File: config.mk
export PLATFORM = sky130hd
export DESIGN_NAME = etx_link_quality_tracker
export DESIGN_NICKNAME = d
export VERILOG_FILES = /design/src/rtl/lqt_pkg.sv /design/src/rtl/lqt_serial_mul.sv /design/src/rtl/lqt_serial_div.sv /design/src/rtl/etx_link_quality_tracker.sv
export SDC_FILE = /design/constraint.sdc
export NUM_CORES = 1
export LEC_CHECK = 0
export BUFFER_PORTS_ARGS = -buffer_cell sky130_fd_sc_hd__buf_4
export CORE_MARGIN = 2
export CORE_UTILIZATION = 45
export CTS_CLUSTER_DIAMETER = 60
export DETAILED_ROUTE_END_ITERATION = 8
export MAX_ROUTING_LAYER = met4
export PLACE_DENSITY = 0.74
export SLEW_MARGIN = 5
export SYNTH_ARGS = -nofsm -noshare
export SYNTH_HDL_FRONTEND = slang
export SYNTH_SLANG_ARGS = --single-unit
File: constraint.sdc
create_clock -name clk -period 7.55 [get_ports clk]
set_input_delay 1.51 -clock clk [delete_from_list [all_inputs] [get_ports clk]]
set_output_delay 1.51 -clock clk [all_outputs]
set_load 0.01 [all_outputs]
File: src/rtl/lqt_pkg.sv
`timescale 1ns / 1ps

package lqt_pkg;

	localparam int FRAC_BITS = 10;

	// quality word: 0 .. ONE inclusive
	localparam int Q_W       = FRAC_BITS + 1;
	localparam int ALPHA_W   = 11;
	localparam int MINLQ_W   = 11;
	localparam int COST_W    = 24;
	localparam int BYTE_W    = 8;
	localparam int ACTION_W  = 2;
	localparam int CFG_IDX_W = 2;
	localparam int CFG_W     = COST_W;

	// qualities and register values compared at a common width
	localparam int QCMP_W = (Q_W > ALPHA_W) ? Q_W : ALPHA_W;

	// multiplier: Q_W x Q_W
	localparam int PROD_W    = 2 * Q_W;
	localparam int MUL_CNT_W = $clog2(Q_W + 1);

	// divider: dividend up to 2^(2*FRAC_BITS)
	localparam int DVD_W     = 2 * FRAC_BITS + 1;
	localparam int DIV_CNT_W = $clog2(DVD_W + 1);
	localparam int CMP_W     = (DVD_W > COST_W) ? DVD_W : COST_W;

	localparam logic [Q_W-1:0]   ONE_Q       = {1'b1, {FRAC_BITS{1'b0}}};
	localparam logic [DVD_W-1:0] ONE_SQ      = {1'b1, {(2 * FRAC_BITS){1'b0}}};
	localparam logic [Q_W-1:0]   BYTE_MAX_Q  = Q_W'(255);

	localparam logic [ALPHA_W-1:0] ALPHA_RST       = ALPHA_W'(51);
	localparam logic [MINLQ_W-1:0] MINLQ_RST       = MINLQ_W'(102);
	localparam logic [COST_W-1:0]  COST_BROKEN_RST = COST_W'(1048576);

	typedef enum logic [CFG_IDX_W-1:0] {
		REG_ALPHA       = 2'd0,
		REG_MIN_LQ      = 2'd1,
		REG_COST_BROKEN = 2'd2
	} reg_idx_t;

	typedef enum logic [ACTION_W-1:0] {
		ACT_HELLO_RX   = 2'd0,
		ACT_HELLO_LOST = 2'd1,
		ACT_NLQ_REPORT = 2'd2,
		ACT_CLEAR      = 2'd3
	} action_t;

endpackage

File: src/rtl/lqt_serial_mul.sv
`timescale 1ns / 1ps

// Shift-add multiplier, one multiplier bit per cycle.
module lqt_serial_mul (
	input  logic                      clk,
	input  logic                      arst_n,
	input  logic                      start,
	input  logic [lqt_pkg::Q_W-1:0]   mcand,
	input  logic [lqt_pkg::Q_W-1:0]   mplier,
	output logic                      done,
	output logic [lqt_pkg::PROD_W-1:0] prod
);

	logic [lqt_pkg::Q_W-1:0]       mcand_q;
	logic [lqt_pkg::PROD_W:0]      acc_q;
	logic [lqt_pkg::MUL_CNT_W-1:0] cnt_q;
	logic                          busy_q;
	logic                          done_q;
	logic [lqt_pkg::Q_W:0]         hi_sum;

	// add the multiplicand into the upper half when the low bit is set
	assign hi_sum = acc_q[lqt_pkg::PROD_W:lqt_pkg::Q_W]
		+ (acc_q[0] ? {1'b0, mcand_q} : '0);

	always_ff @(posedge clk or negedge arst_n) begin
		if (!arst_n) begin
			busy_q <= 1'b0;
			done_q <= 1'b0;
			cnt_q  <= '0;
		end else begin
			done_q <= 1'b0;
			if (start) begin
				busy_q <= 1'b1;
				cnt_q  <= lqt_pkg::MUL_CNT_W'(lqt_pkg::Q_W);
			end else if (busy_q) begin
				cnt_q <= cnt_q - 1'b1;
				if (cnt_q == lqt_pkg::MUL_CNT_W'(1)) begin
					busy_q <= 1'b0;
					done_q <= 1'b1;
				end
			end
		end
	end

	always_ff @(posedge clk) begin
		if (start) begin
			mcand_q <= mcand;
			acc_q   <= {{(lqt_pkg::Q_W + 1){1'b0}}, mplier};
		end else if (busy_q) begin
			acc_q <= {1'b0, hi_sum, acc_q[lqt_pkg::Q_W-1:1]};
		end
	end

	assign done = done_q;
	assign prod = acc_q[lqt_pkg::PROD_W-1:0];

endmodule

File: src/rtl/lqt_serial_div.sv
`timescale 1ns / 1ps

// Restoring divider, one quotient bit per cycle. Divisor must be nonzero.
module lqt_serial_div (
	input  logic                     clk,
	input  logic                     arst_n,
	input  logic                     start,
	input  logic [lqt_pkg::DVD_W-1:0] dividend,
	input  logic [lqt_pkg::Q_W-1:0]   divisor,
	output logic                     done,
	output logic [lqt_pkg::DVD_W-1:0] quotient
);

	logic [lqt_pkg::DVD_W-1:0]     num_q;
	logic [lqt_pkg::Q_W-1:0]       rem_q;
	logic [lqt_pkg::Q_W-1:0]       dsr_q;
	logic [lqt_pkg::DIV_CNT_W-1:0] cnt_q;
	logic                          busy_q;
	logic                          done_q;
	logic [lqt_pkg::Q_W:0]         trial;
	logic [lqt_pkg::Q_W:0]         diff;
	logic                          fits;

	assign trial = {rem_q, num_q[lqt_pkg::DVD_W-1]};
	assign diff  = trial - {1'b0, dsr_q};
	assign fits  = trial >= {1'b0, dsr_q};

	always_ff @(posedge clk or negedge arst_n) begin
		if (!arst_n) begin
			busy_q <= 1'b0;
			done_q <= 1'b0;
			cnt_q  <= '0;
		end else begin
			done_q <= 1'b0;
			if (start) begin
				busy_q <= 1'b1;
				cnt_q  <= lqt_pkg::DIV_CNT_W'(lqt_pkg::DVD_W);
			end else if (busy_q) begin
				cnt_q <= cnt_q - 1'b1;
				if (cnt_q == lqt_pkg::DIV_CNT_W'(1)) begin
					busy_q <= 1'b0;
					done_q <= 1'b1;
				end
			end
		end
	end

	always_ff @(posedge clk) begin
		if (start) begin
			num_q <= dividend;
			rem_q <= '0;
			dsr_q <= divisor;
		end else if (busy_q) begin
			// remainder stays below the divisor, so it fits Q_W bits
			rem_q <= fits ? diff[lqt_pkg::Q_W-1:0] : trial[lqt_pkg::Q_W-1:0];
			num_q <= {num_q[lqt_pkg::DVD_W-2:0], fits};
		end
	end

	assign done     = done_q;
	assign quotient = num_q;

endmodule

File: src/rtl/etx_link_quality_tracker.sv
`timescale 1ns / 1ps

// Link quality tracker for one link with ETX cost.
// Input stream: one beat per event. s_tuser carries the action (hello received,
// hello lost, neighbor report, clear), s_tdata the neighbor's report byte.
// Output stream: one beat per event with the ETX cost and both qualities as
// bytes. Configuration (alpha, min_lq, cost_broken) is written through
// cfg_we/cfg_index/cfg_data by the user only while no event is in flight;
// the block does not enforce this. One event is worked at a time; s_tready
// is high only when the block is free. A broken link skips the cost multiply
// and divide, a zero product skips the divide. s_tready rises with m_tvalid.
// One shift-add multiplier (aging, lq*nlq) and one restoring divider (report
// scaling, cost quotient) do the arithmetic, one bit per cycle each.
// The result sits in an output register; the next event is taken while it
// waits. If the receiver stalls, a finished event holds in the last state
// until the output register frees up.
// Reset clears both qualities to zero and loads the default registers.
module etx_link_quality_tracker (
	input  logic        clk,
	input  logic        arst_n,
	input  logic        s_tvalid,
	output logic        s_tready,
	input  logic [7:0]  s_tdata,   // [7:0] report_byte
	input  logic [1:0]  s_tuser,   // [1:0] action
	output logic        m_tvalid,
	input  logic        m_tready,
	output logic [39:0] m_tdata,   // [23:0] link_cost, [31:24] lq_byte, [39:32] nlq_byte
	input  logic        cfg_we,
	input  logic [1:0]  cfg_index,
	input  logic [23:0] cfg_data
);

	typedef enum logic [6:0] {
		S_IDLE = 7'b0000001,
		S_AGE  = 7'b0000010,
		S_NLQ  = 7'b0000100,
		S_COST = 7'b0001000,
		S_PROD = 7'b0010000,
		S_DIV  = 7'b0100000,
		S_OUT  = 7'b1000000
	} state_t;

	state_t state_q;

	logic [lqt_pkg::ALPHA_W-1:0] alpha_q;
	logic [lqt_pkg::MINLQ_W-1:0] min_lq_q;
	logic [lqt_pkg::COST_W-1:0]  cost_broken_q;

	logic [lqt_pkg::Q_W-1:0]    lq_q;
	logic [lqt_pkg::Q_W-1:0]    nlq_q;
	logic                       rx_q;
	logic [lqt_pkg::COST_W-1:0] cost_q;

	logic        m_tvalid_q;
	logic [39:0] m_tdata_q;

	logic                         s_beat;
	lqt_pkg::action_t             act;
	logic [lqt_pkg::Q_W-1:0]      a_eff;
	logic [lqt_pkg::Q_W-1:0]      one_minus_a;
	logic                         mul_start;
	logic [lqt_pkg::Q_W-1:0]      mul_b;
	logic                         mul_done;
	logic [lqt_pkg::PROD_W-1:0]   mul_prod;
	logic [lqt_pkg::Q_W-1:0]      prod_sh;
	logic                         div_start;
	logic [lqt_pkg::DVD_W-1:0]    div_dvd;
	logic [lqt_pkg::Q_W-1:0]      div_dsr;
	logic                         div_done;
	logic [lqt_pkg::DVD_W-1:0]    div_quo;
	logic                         broken;
	logic                         out_free;
	logic [lqt_pkg::COST_W-1:0]   cost_out;
	logic [lqt_pkg::Q_W+7:0]      lq_x255;
	logic [lqt_pkg::Q_W+7:0]      nlq_x255;

	assign s_beat   = s_tvalid && s_tready;
	assign act      = lqt_pkg::action_t'(s_tuser);
	assign s_tready = (state_q == S_IDLE);
	assign out_free = !m_tvalid_q || m_tready;

	// alpha above one counts as one
	assign a_eff = (lqt_pkg::QCMP_W'(alpha_q) > lqt_pkg::QCMP_W'(lqt_pkg::ONE_Q))
		? lqt_pkg::ONE_Q : lqt_pkg::Q_W'(alpha_q);
	assign one_minus_a = lqt_pkg::ONE_Q - a_eff;

	assign broken = (lqt_pkg::QCMP_W'(lq_q) < lqt_pkg::QCMP_W'(min_lq_q))
		|| (lqt_pkg::QCMP_W'(nlq_q) < lqt_pkg::QCMP_W'(min_lq_q));

	assign prod_sh = mul_prod[lqt_pkg::FRAC_BITS +: lqt_pkg::Q_W];

	// multiplier operands: lq times (one - alpha) for aging, lq times nlq for cost
	assign mul_b     = (state_q == S_IDLE) ? one_minus_a : nlq_q;
	assign mul_start = (s_beat && (act == lqt_pkg::ACT_HELLO_RX
		|| act == lqt_pkg::ACT_HELLO_LOST))
		|| (state_q == S_COST && !broken);

	// divider operands: byte*ONE/255 for reports, ONE*ONE/prod for cost
	assign div_dvd   = (state_q == S_IDLE)
		? (lqt_pkg::DVD_W'(s_tdata) << lqt_pkg::FRAC_BITS) : lqt_pkg::ONE_SQ;
	assign div_dsr   = (state_q == S_IDLE) ? lqt_pkg::BYTE_MAX_Q : prod_sh;
	assign div_start = (s_beat && act == lqt_pkg::ACT_NLQ_REPORT)
		|| (state_q == S_PROD && mul_done && prod_sh != '0);

	lqt_serial_mul u_mul (
		.clk    (clk),
		.arst_n (arst_n),
		.start  (mul_start),
		.mcand  (lq_q),
		.mplier (mul_b),
		.done   (mul_done),
		.prod   (mul_prod)
	);

	lqt_serial_div u_div (
		.clk      (clk),
		.arst_n   (arst_n),
		.start    (div_start),
		.dividend (div_dvd),
		.divisor  (div_dsr),
		.done     (div_done),
		.quotient (div_quo)
	);

	assign cost_out = (cost_q == '0) ? lqt_pkg::COST_W'(1) : cost_q;
	assign lq_x255  = ({8'd0, lq_q} << 8) - {8'd0, lq_q};
	assign nlq_x255 = ({8'd0, nlq_q} << 8) - {8'd0, nlq_q};

	always_ff @(posedge clk or negedge arst_n) begin
		if (!arst_n) begin
			alpha_q       <= lqt_pkg::ALPHA_RST;
			min_lq_q      <= lqt_pkg::MINLQ_RST;
			cost_broken_q <= lqt_pkg::COST_BROKEN_RST;
		end else if (cfg_we) begin
			unique case (cfg_index)
				lqt_pkg::REG_ALPHA:       alpha_q       <= cfg_data[lqt_pkg::ALPHA_W-1:0];
				lqt_pkg::REG_MIN_LQ:      min_lq_q      <= cfg_data[lqt_pkg::MINLQ_W-1:0];
				lqt_pkg::REG_COST_BROKEN: cost_broken_q <= cfg_data;
				default: ;
			endcase
		end
	end

	always_ff @(posedge clk or negedge arst_n) begin
		if (!arst_n) begin
			state_q    <= S_IDLE;
			lq_q       <= '0;
			nlq_q      <= '0;
			rx_q       <= 1'b0;
			m_tvalid_q <= 1'b0;
		end else begin
			if (state_q == S_OUT && out_free)
				m_tvalid_q <= 1'b1;
			else if (m_tready)
				m_tvalid_q <= 1'b0;
			unique case (state_q)
				S_IDLE: begin
					if (s_beat) begin
						rx_q <= (act == lqt_pkg::ACT_HELLO_RX);
						unique case (act)
							lqt_pkg::ACT_HELLO_RX,
							lqt_pkg::ACT_HELLO_LOST: state_q <= S_AGE;
							lqt_pkg::ACT_NLQ_REPORT: state_q <= S_NLQ;
							lqt_pkg::ACT_CLEAR: begin
								lq_q    <= '0;
								nlq_q   <= '0;
								state_q <= S_COST;
							end
							default: state_q <= S_IDLE;
						endcase
					end
				end
				S_AGE: begin
					if (mul_done) begin
						lq_q    <= prod_sh + (rx_q ? a_eff : '0);
						state_q <= S_COST;
					end
				end
				S_NLQ: begin
					if (div_done) begin
						nlq_q   <= div_quo[lqt_pkg::Q_W-1:0];
						state_q <= S_COST;
					end
				end
				S_COST: begin
					state_q <= broken ? S_OUT : S_PROD;
				end
				S_PROD: begin
					if (mul_done)
						state_q <= (prod_sh == '0) ? S_OUT : S_DIV;
				end
				S_DIV: begin
					if (div_done)
						state_q <= S_OUT;
				end
				S_OUT: begin
					if (out_free)
						state_q <= S_IDLE;
				end
				default: state_q <= S_IDLE;
			endcase
		end
	end

	// cost payload: broken value unless a quotient arrives, capped at the broken value
	always_ff @(posedge clk) begin
		if (state_q == S_COST && broken)
			cost_q <= cost_broken_q;
		if (state_q == S_PROD && mul_done && prod_sh == '0)
			cost_q <= cost_broken_q;
		if (state_q == S_DIV && div_done)
			cost_q <= (lqt_pkg::CMP_W'(div_quo) > lqt_pkg::CMP_W'(cost_broken_q))
				? cost_broken_q : lqt_pkg::COST_W'(div_quo);
		if (state_q == S_OUT && out_free)
			m_tdata_q <= {nlq_x255[lqt_pkg::FRAC_BITS +: lqt_pkg::BYTE_W],
				lq_x255[lqt_pkg::FRAC_BITS +: lqt_pkg::BYTE_W], cost_out};
	end

	assign m_tvalid = m_tvalid_q;
	assign m_tdata  = m_tdata_q;

	a_lq_range: assert property (@(posedge clk) disable iff (!arst_n)
		lq_q <= lqt_pkg::ONE_Q && nlq_q <= lqt_pkg::ONE_Q)
		else $error("quality above one");

	a_mul_owner: assert property (@(posedge clk) disable iff (!arst_n)
		mul_done |-> (state_q == S_AGE || state_q == S_PROD))
		else $error("multiplier finished with no owner");

	a_div_owner: assert property (@(posedge clk) disable iff (!arst_n)
		div_done |-> (state_q == S_NLQ || state_q == S_DIV))
		else $error("divider finished with no owner");

	a_busy_after_beat: assert property (@(posedge clk) disable iff (!arst_n)
		s_beat |=> !s_tready)
		else $error("input taken again before event finished");

endmodule

# After elaboration in Yosys (flattened, before gate mapping)

Cells that the tools add are included.

Add/sub/neg operators: 8
$lt $le $gt $ge: 5
Equal/unequal tests: 21
Mux-type cells: 48
Reduce and logical (&&, ||, !) cells: 36

Operators by type and width:

| cell                                                   | number |
|---|---|
| two-way mux 11 bit                                     | 11 |
| two-way mux 24 bit                                     | 4 |
| two-way mux 21 bit                                     | 3 |
| two-way mux 7 bit                                      | 8 |
| case mux 7 bit (7 select lines)                        | 1 |
| case mux 11 bit (2 select lines)                       | 2 |
| subtractor 18 x 11 -> 18 bit                           | 2 |
| > comparator 21 x 24 -> 1 bit                          | 1 |
| zero test 24 bit                                       | 1 |
| less-than comparator 11 bit                            | 2 |
| case mux 7 bit (3 select lines)                        | 1 |
| two-way mux 1 bit                                      | 14 |
| adder 11 x 11 -> 12 bit                                | 1 |
| >= comparator 12 x 11 -> 1 bit                         | 1 |
| inequality test 2 x 1 -> 1 bit (second input constant) | 6 |
| adder 11 bit                                           | 1 |
| > comparator 11 bit (second input constant)            | 1 |
| zero test 11 bit                                       | 1 |
| nonzero test 11 bit                                    | 1 |
| subtractor 11 bit                                      | 1 |
| subtractor 11 bit (first input constant)               | 1 |
| logical AND 1 bit                                      | 10 |
| two-way mux 5 bit                                      | 2 |
| nonzero test 2 bit                                     | 5 |
| other kinds (23)                                       | 37 |

Flip-flop bits (word level): 230
Bits of input ports: 41
Word-level logic and storage cells: 141

# Logic depth before layout (Yosys ltp)

Gate-level depths: netlist of run 1.

Word-level depth: 6
Mapped depth: 14

# Hierarchy

From an unflattened synthesis of run 1, not the netlist that was laid out.

Cell total of the unflattened synthesis: 1,113
Area, all modules: 12,574.6 um^2

Modules (own cells, without submodules):

| module                   | times used | cells an instance | area each (um^2) | sequential area each (um^2) |
|---|---|---|---|---|
| etx_link_quality_tracker | 1          | 722               | 7,940.1          | 3,861.2 |
| lqt_serial_div           | 1          | 224               | 2,683.8          | 1,356.3 |
| lqt_serial_mul           | 1          | 167               | 1,950.6          | 1,031.0 |

# Worst setup path after synthesis of run 1

Ideal clock, no wire load.

Path kind: input-to-reg
From: in m_tready
To: reg m_tdata_q[0] (netlist: m_tdata[0]) (enable)
Arrival: 3.472 ns
Slack: 3.637 ns
Cell stages on the path: 2
Buffers on the path: 0
Path through: nand2b_1 -> nor2b_1

Longest elaborated chain between the ends: 2

RTL lines:

| item                   | RTL line                        | source |
|---|---|---|
| start: declaration     | etx_link_quality_tracker.sv:26  | `input logic m_tready,` |
| logical OR 1 bit       | etx_link_quality_tracker.sv:80  | `assign out_free = !m_tvalid_q \|\| m_tready;` |
| logical AND 1 bit      | etx_link_quality_tracker.sv:214 | `if (state_q == S_OUT && out_free)` |
| end signal: assignment | etx_link_quality_tracker.sv:215 | `m_tdata_q <= {nlq_x255[lqt_pkg::FRAC_BITS +: lqt_pkg::BYTE_W],` |
| end: declaration       | etx_link_quality_tracker.sv:55  | `logic [39:0] m_tdata_q;` |

No other way between the ends.
A chain may end at the register's enable or synchronous reset.

# Final worst setup path of run 1

From: reg state_q[1]
To: out s_tready

Longest elaborated chain between the ends: 1

RTL lines:

| item                     | RTL line                        | source |
|---|---|---|
| start: declaration       | etx_link_quality_tracker.sv:43  | `state_t state_q;` |
| start signal: assignment | etx_link_quality_tracker.sv:186 | `state_q <= broken ? S_OUT : S_PROD;` |
| start signal: assignment | etx_link_quality_tracker.sv:190 | `state_q <= (prod_sh == '0) ? S_OUT : S_DIV;` |
| == test 7 x 1 -> 1 bit   | etx_link_quality_tracker.sv:79  | `assign s_tready = (state_q == S_IDLE);` |
| end: declaration         | etx_link_quality_tracker.sv:22  | `output logic s_tready,` |

No other way between the ends.

==> out/results.tsv, run 1 <==
stage	metric	value	unit
worst_setup_path	Critical Path Source Type	flop	
yosys	synthesized netlist cell count	1116	
pwr	leakage power	5.93	nW
finish	nets	1306	
yosys	most numerous cell in the Yosys netlist	edfxtp_1	
cts	TritonCTS sink count	230	
worst_setup_path	R2R setup slack	3.19	ns
routing	Routed Antenna Nets	0	
yosys	synth cell count leaders	edfxtp_1, nand2_1, ha_1	
sta	Hold Fails Final Rpt	0	
yosys	main combinational cell family by area after synthesis	simple AND/OR/NAND/NOR gates	
cts	Post-CTS Hold Fix Bufs	0	
sta	worst slew pin tran	1.17	ns
cts	insertion delay to the later sink of the worst-skew pair	0.54	ns
yosys	Ys Warns	0	
worst_setup_path	CP Capture Type	output pin	
yosys	FF+latch count, synth	230	
yosys	Simple-Gate Fraction of Synth Area	0.144	
global_route	largest net degree at the start of global routing	62	
floorplan	Die Wd	169	um
yosys	Post-synth EDFFs	118	
routing	DRT Pass-1 Iters	5	
worst_setup_path	CP Max Fanout	28	
routing	Residual DRC	0	
run_status	status	completed	
worst_setup_path	WP data required	6.04	ns
routing	drt via density	5.61	
routing	Avg WL per Cell	18.8	um
finish	number of diodes	0	
worst_setup_path	CP most frequent cell	or3_1	
worst_setup_path	Worst setup endpoint	s_tready	
floorplan	IO Pins	83	
floorplan	Die Span Y	169	um
yosys	ranking of synthesized cells by area	edfxtp_1, dfrtp_1, ha_1	
sta	relative slew slack	0.216	
yosys	area share of the largest cell type after synthesis	0.291	
floorplan	Rows	60	
cts	Max H-tree Level	1	
routing	Routed WL	28900	um
worst_setup_path	crit-path cells	or3_1 -> or3_1 -> or3b_1 -> inv_6 -> buf_4	
global_route	initial antenna violation count	0	
global_route	first-pass GRT wire length	45900	um
worst_hold_path	Hold WC Path Type	flop to flop	
yosys	Post-Syn Nets	1244	
finish	Area growth, synth to finish	14.0	%
sta	fmax	223	MHz
yosys	Synth area leader	edfxtp_1	
sta	unrepaired setup endpoints after global routing	no	
global_route	gr usage total	0.211	
routing	via count	8627	
sta	Setup WS post-layout	3.06	ns
sta	Pins Over Slew Limit	0	
placement	pre-CTS setup slack	3.25	ns
cts	Clock transition at path regs	0.06	ns
yosys	mapped cell area	12200	um^2
placement	RePlAce Congestion	0.900	
sta	clk_skew	0.0186	ns
yosys	FFs w/ async S/R, synth	0.391	
cts	TritonCTS buffer count	25	
yosys	sequential area share after synthesis	0.513	
floorplan	Starting Density	0.455	
placement	hpwl dp	21200	um
finish	layout cells sized above 1	0.190	
worst_setup_path	R2R depth	7	
routing	Iteration-0 DRC Markers	692	
floorplan	Core ar.	26800	um^2
yosys	compound-gate portion of the synthesized area	0.104	
worst_setup_path	CP Class	flop to output pin	
worst_setup_path	Slowest-stage cell, CP	or3b_1	
sta	setup TNS	0	ns
global_route	vias in the first global route	8613	
sta	Setup violations, final	0	
cts	CTS tree	built	
sta	crit share post-route	0.594	
cts	Root Driver	clkbuf_16	
yosys	Post-Synth Adder-Cell Area	0.0911	
yosys	Netlist cell types	70	
worst_setup_path	CP Launch Point	state_q[1]	
worst_setup_path	r2r endpoint	u_div.quotient[14]	
sta	Final Critical Period	4.49	ns
yosys	Main synth FF type	edfxtp_1	
sta	Fin Hold WS	0.450	ns
worst_setup_path	CP arrival	2.98	ns
flow_run	reported max-cap violation count	0	
yosys	multiplexer area fraction after synthesis	0.0728	
global_route	Remaining Overflow, GRT	0	
worst_setup_path	FF-to-FF Start	state_q[1]	
finish	Filler Cells Inserted	2314	
pwr	P per Cell Area	397	nW/um^2
yosys	XOR/XNOR share of the synthesized area	0.0316	
worst_setup_path	CP max stage delay	0.75	ns
placement	IO Port Bufs	82	
yosys	Avg Cell Area, Syn	10.9	um^2
cts	post-cts sizing count	0	
pwr	peak supply drop	0.205	mV
floorplan	Die ar.	28400	um^2
cts	setup bufs post-CTS	0	
cts	clock buffer depth	3	
worst min-delay path by stage:
| stage | from | end | cells past startpoint |
|---|---|---|---|
| after floorplan | u_div.rem_q[1] | u_div.rem_q[1] | 2 |
| after global placement | cost_q[2] | m_tdata[2] | 0 |
| after detailed placement | cost_q[1] | m_tdata[1] | 0 |
| after CTS | cost_q[9] | m_tdata[9] | 0 |
| after global routing | cost_q[23] | m_tdata[23] | 0 |
| final | cost_q[9] | m_tdata[9] | 0 |
cell usage in the layout, fill, tap and decap left out, types with 6 or more instances in the layout:
master,n
nand2_1,109
o21ai_0,56
nor2_1,54
dfxtp_1,22
clkbuf_16,27
inv_1,72
a211oi_1,14
mux2_2,69
dfrtp_1,80
o21a_1,11
dfstp_2,10
nor4_1,15
nor3_1,27
nand2b_1,22
or3_1,6
clkinv_2,7
ha_1,84
nor3b_1,6
buf_4,91
and3_1,17
xnor2_1,26
nor2b_1,17
nand3_1,22
a22o_1,7
xor2_1,18
nand4_1,7
a21o_1,7
and2_1,21
a21oi_1,51
mux2i_1,11
edfxtp_1,118
per-stage QoR:
| step | area (um^2) | power [mW] | std cells | util |
|---|---|---|---|---|
| floorplan | 12200 | 3.71 | 1116 | - |
| global placement | 13100 | 4.21 | 1492 | 0.487 |
| detailed placement | 13100 | 4.28 | 1492 | 0.487 |
| CTS | 13900 | 5.53 | 1538 | 0.518 |
| global route | 13900 | 5.91 | 1538 | 0.518 |
| finish | 13900 | 5.52 | 1538 | 0.518 |
flip-flops by register name, summed over array words and instances, names as in the netlist:
register,count
u_div.rem_q,11
u_mul.busy_q,1
alpha_q,11
u_mul.mcand_q,11
u_div.done,1
m_tvalid,1
m_tdata,40
u_mul.done,1
u_div.dsr_q,11
lq_q,11
cost_q,24
u_div.quotient,21
u_div.cnt_q,5
nlq_q,11
u_mul.acc_q,22
state_q,7
rx_q,1
u_mul.cnt_q,4
u_div.busy_q,1
cost_broken_q,24
min_lq_q,11
cells by family (layout without fill, tap and decap cells):
logic type / after synthesis / count (layout)
buffers and inverters: 130 / 211
DFF: 230 / 230
adders and majority gates: 87 / 87
AOI/OAI and AO/OA: 197 / 197
xor gates and xnor gates: 44 / 44
and+or+nand+nor: 348 / 348
muxes: 80 / 80
layout make-up:
type                    count  area [um^2]  area share
clock buffers              31          701      0.0504
clock inverters            15          138     0.00991
inverters                  74          283      0.0204
multi-input cells         756         5420       0.390
flip-flops and latches    230         6250       0.450
well taps                 341          427      0.0307
repair buffers             91          683      0.0492
metal layers:
layer / track usage / share of wire / vias to the layer above
met4: 0.0780 / 0.035 / 0
met5: - / 0 / -
met3: 0.0330 / 0.062 / 78
met1: 0.272 / 0.43 / 4169
met2: 0.340 / 0.47 / 252
li1: - / - / 4128
critical path: cells and delay by family, from the launching register on:
family                 cells  cell delay, ns
buffers and inverters      2            0.51
AND/OR/NAND/NOR            3            1.52
flip-flops                 1            0.42
where the power goes:
part	total [mW]	internal [mW]	switching (mW)
Combinational	2.11	0.938	1.17
Clock	1.23	0.706	0.525
Sequential	2.18	1.80	0.382
Total	5.52	3.44	2.08
Power figures use the tool's default switching activity.
==> inputs of run 2 (changes only) <==
--- a/config.mk
+++ b/config.mk
@@ -5,6 +5,7 @@
 export SDC_FILE = /design/constraint.sdc
 export NUM_CORES = 1
 export LEC_CHECK = 0
+export ABC_AREA = 1
 export BUFFER_PORTS_ARGS = -buffer_cell sky130_fd_sc_hd__buf_4
 export CORE_MARGIN = 2
 export CORE_UTILIZATION = 45
==> constraint.sdc (replaced) <==
create_clock -name clk -period 4.55 [get_ports clk]
set_input_delay 0.91 -clock clk [delete_from_list [all_inputs] [get_ports clk]]
set_output_delay 0.91 -clock clk [all_outputs]
set_load 0.01 [all_outputs]
==> run 2 against run 1 <==
Compared with the run above: register-to-register slack worse by 1.7 ns; sequential share of layout area down 1.2 points; sequential power grew 68%; hold slack got worse by 0.012 ns; synthesized area up 3.7%; critical path depth rose by 1; utilization decreased by 0.34 points.
==> out/results.tsv, run 2 <==
stage	metric	value	unit
run_status	status	completed	
worst_setup_path	CP max stage delay	0.54	ns
cts	setup bufs post-CTS	0	
yosys	sequential area share after synthesis	0.494	
cts	Root Driver	clkbuf_16	
sta	clk_skew	0.0178	ns
worst_setup_path	CP arrival	2.28	ns
yosys	mapped cell area	12600	um^2
worst_setup_path	Worst setup endpoint	s_tready	
routing	via count	10016	
yosys	Main synth FF type	edfxtp_1	
worst_setup_path	crit-path cells	inv_1 -> nand3_2 -> inv_2 -> nand4_4 -> inv_2 -> buf_4	
sta	Setup violations, final	0	
cts	Max H-tree Level	1	
routing	Iteration-0 DRC Markers	776	
yosys	Avg Cell Area, Syn	8.58	um^2
placement	pre-CTS setup slack	1.55	ns
worst_setup_path	CP most frequent cell	inv_2	
floorplan	Die Span Y	172	um
placement	RePlAce Congestion	0.896	
finish	nets	1655	
routing	Avg WL per Cell	15.6	um
yosys	Synth area leader	edfxtp_1	
floorplan	IO Pins	83	
pwr	peak supply drop	0.299	mV
worst_setup_path	CP Class	flop to output pin	
routing	DRT Pass-1 Iters	5	
floorplan	Die ar.	29500	um^2
global_route	vias in the first global route	9546	
routing	Residual DRC	0	
cts	Clock transition at path regs	0.06	ns
global_route	first-pass GRT wire length	48200	um
yosys	most numerous cell in the Yosys netlist	nand2_1	
cts	Post-CTS Hold Fix Bufs	0	
yosys	Netlist cell types	45	
pwr	leakage power	6.78	nW
sta	fmax	313	MHz
yosys	ranking of synthesized cells by area	edfxtp_1, dfrtp_1, nand2_1	
global_route	initial antenna violation count	1	
yosys	Post-synth EDFFs	118	
routing	drt via density	5.21	
finish	Area growth, synth to finish	12.9	%
cts	clock buffer depth	3	
global_route	GRT met2 Usage	0.346	
finish	Filler Cells Inserted	2571	
worst_hold_path	Hold WC Path Type	flop to flop	
worst_setup_path	R2R setup slack	1.53	ns
finish	most frequent cells in the layout	nand2_1, inv_1, nor2_1	
floorplan	Core ar.	27700	um^2
sta	relative slew slack	0.178	
cts	post-cts sizing count	0	
placement	IO Port Bufs	82	
worst_setup_path	CP Max Fanout	33	
finish	layout cells sized above 1	0.111	
sta	worst slew pin tran	1.23	ns
routing	Routed Antenna Nets	0	
global_route	layer with the highest usage	met2	
cts	CTS tree	built	
yosys	FFs w/ async S/R, synth	0.391	
sta	Pins Over Slew Limit	0	
yosys	area share of the largest cell type after synthesis	0.280	
routing	Routed WL	30000	um
finish	max reg flops	40	
pwr	P per Cell Area	691	nW/um^2
yosys	FF+latch count, synth	230	
sta	setup TNS	0	ns
yosys	synth cell count leaders	nand2_1, inv_1, nor2_1	
yosys	Ys Warns	0	
cts	TritonCTS sink count	230	
worst_setup_path	Slowest-stage cell, CP	inv_2	
global_route	gr usage total	0.213	
sta	unrepaired setup endpoints after global routing	no	
global_route	GR Util met1	0.279	
sta	crit share post-route	0.702	
sta	Hold Fails Final Rpt	0	
floorplan	Rows	61	
worst_setup_path	FF-to-FF Start	u_div.quotient[17]	
yosys	Post-Syn Nets	1601	
cts	insertion delay to the later sink of the worst-skew pair	0.52	ns
worst_setup_path	CP Launch Point	state_q[6]	
worst_setup_path	WP data required	3.64	ns
worst_setup_path	R2R depth	11	
worst_setup_path	Critical Path Source Type	flop	
floorplan	Starting Density	0.456	
worst_setup_path	CP Capture Type	output pin	
global_route	met3 usage	0.0292	
worst_setup_path	r2r endpoint	cost_q[0]	
placement	hpwl dp	22200	um
global_route	Remaining Overflow, GRT	0	
sta	Setup WS post-layout	1.36	ns
yosys	synthesized netlist cell count	1473	
flow_run	reported max-cap violation count	0	
finish	most common cell after layout, fill and taps aside	nand2_1	
floorplan	Die Wd	172	um
global_route	largest net degree at the start of global routing	70	
finish	final core utilization	0.515	
cts	TritonCTS buffer count	25	
sta	Final Critical Period	3.19	ns
## run 2: layer usage
| metal | vias up | routed length (um) |
|---|---|---|
| met2 | 277 | 14000 |
| li1 | 4956 | - |
| met5 | - | 0 |
| met1 | 4733 | 13400 |
| met4 | 0 | 828 |
| met3 | 50 | 1720 |
## run 2: cell families (layout without fill, tap and decap cells)
group / count (synthesis) / after routing / share of synthesized area
AO/OA/AOI/OAI: 198 / 198 / 0.0851
buffers and inverters: 255 / 327 / 0.0797
other: 0 / 1 / 0
flip-flops: 230 / 230 / 0.494
AND/OR/NAND/NOR: 673 / 673 / 0.232
XOR/XNOR: 30 / 30 / 0.0208
adder cells (fa/ha/maj): 87 / 87 / 0.0879
## run 2: cell type report
class / count / area, um^2 / share of cell area
Inverter: 198 / 746 / 0.0523
Clock buffer: 31 / 658 / 0.0461
Sequential cell: 230 / 6250 / 0.438
Tap cell: 378 / 473 / 0.0331
Antenna cell: 1 / 2.50 / 0.000175
Timing Repair Buffer: 84 / 631 / 0.0442
Clock inverter: 14 / 115 / 0.00807
Multi-Input combinational cell: 988 / 5400 / 0.378
## run 2: how the worst min path moves through the flow
stage	startpoint	endpoint	slack, ns	cells after the start
2_1_floorplan	u_div.rem_q[9]	u_div.rem_q[9]	0.45	2
3_3_place_gp	cost_q[12]	m_tdata[12]	0.43	0
3_5_place_dp	cost_q[21]	m_tdata[21]	0.43	0
4_1_cts	cost_q[4]	m_tdata[4]	0.44	0
5_1_grt	cost_q[4]	m_tdata[4]	0.44	0
6_report	cost_q[4]	m_tdata[4]	0.44	0
## run 2: stage by stage
stage	cells	hold slack, ns	area (um^2)	power, mW
floorplan	1473	0.446	12600	6.81
global route	1924	0.445	14300	10.7
CTS	1923	0.444	14300	9.88
finish	1924	0.438	14300	9.87
global placement	1878	0.432	13500	7.75
detailed placement	1878	0.434	13500	7.91
## run 2: worst max-delay path: cells and delay by family (launching register included)
| kind | cells | cell delay [ns] |
|---|---|---|
| buffers and inverters | 4 | 1.00 |
| DFF | 1 | 0.39 |
| and+or+nand+nor | 2 | 0.38 |
## run 2: report_power, final
group	internal, mW	switching, mW	leakage [nW]
logic	1.56	2.71	4.00
clock network	1.09	0.846	0.382
registers	3.08	0.581	2.40
total	5.73	4.14	6.78
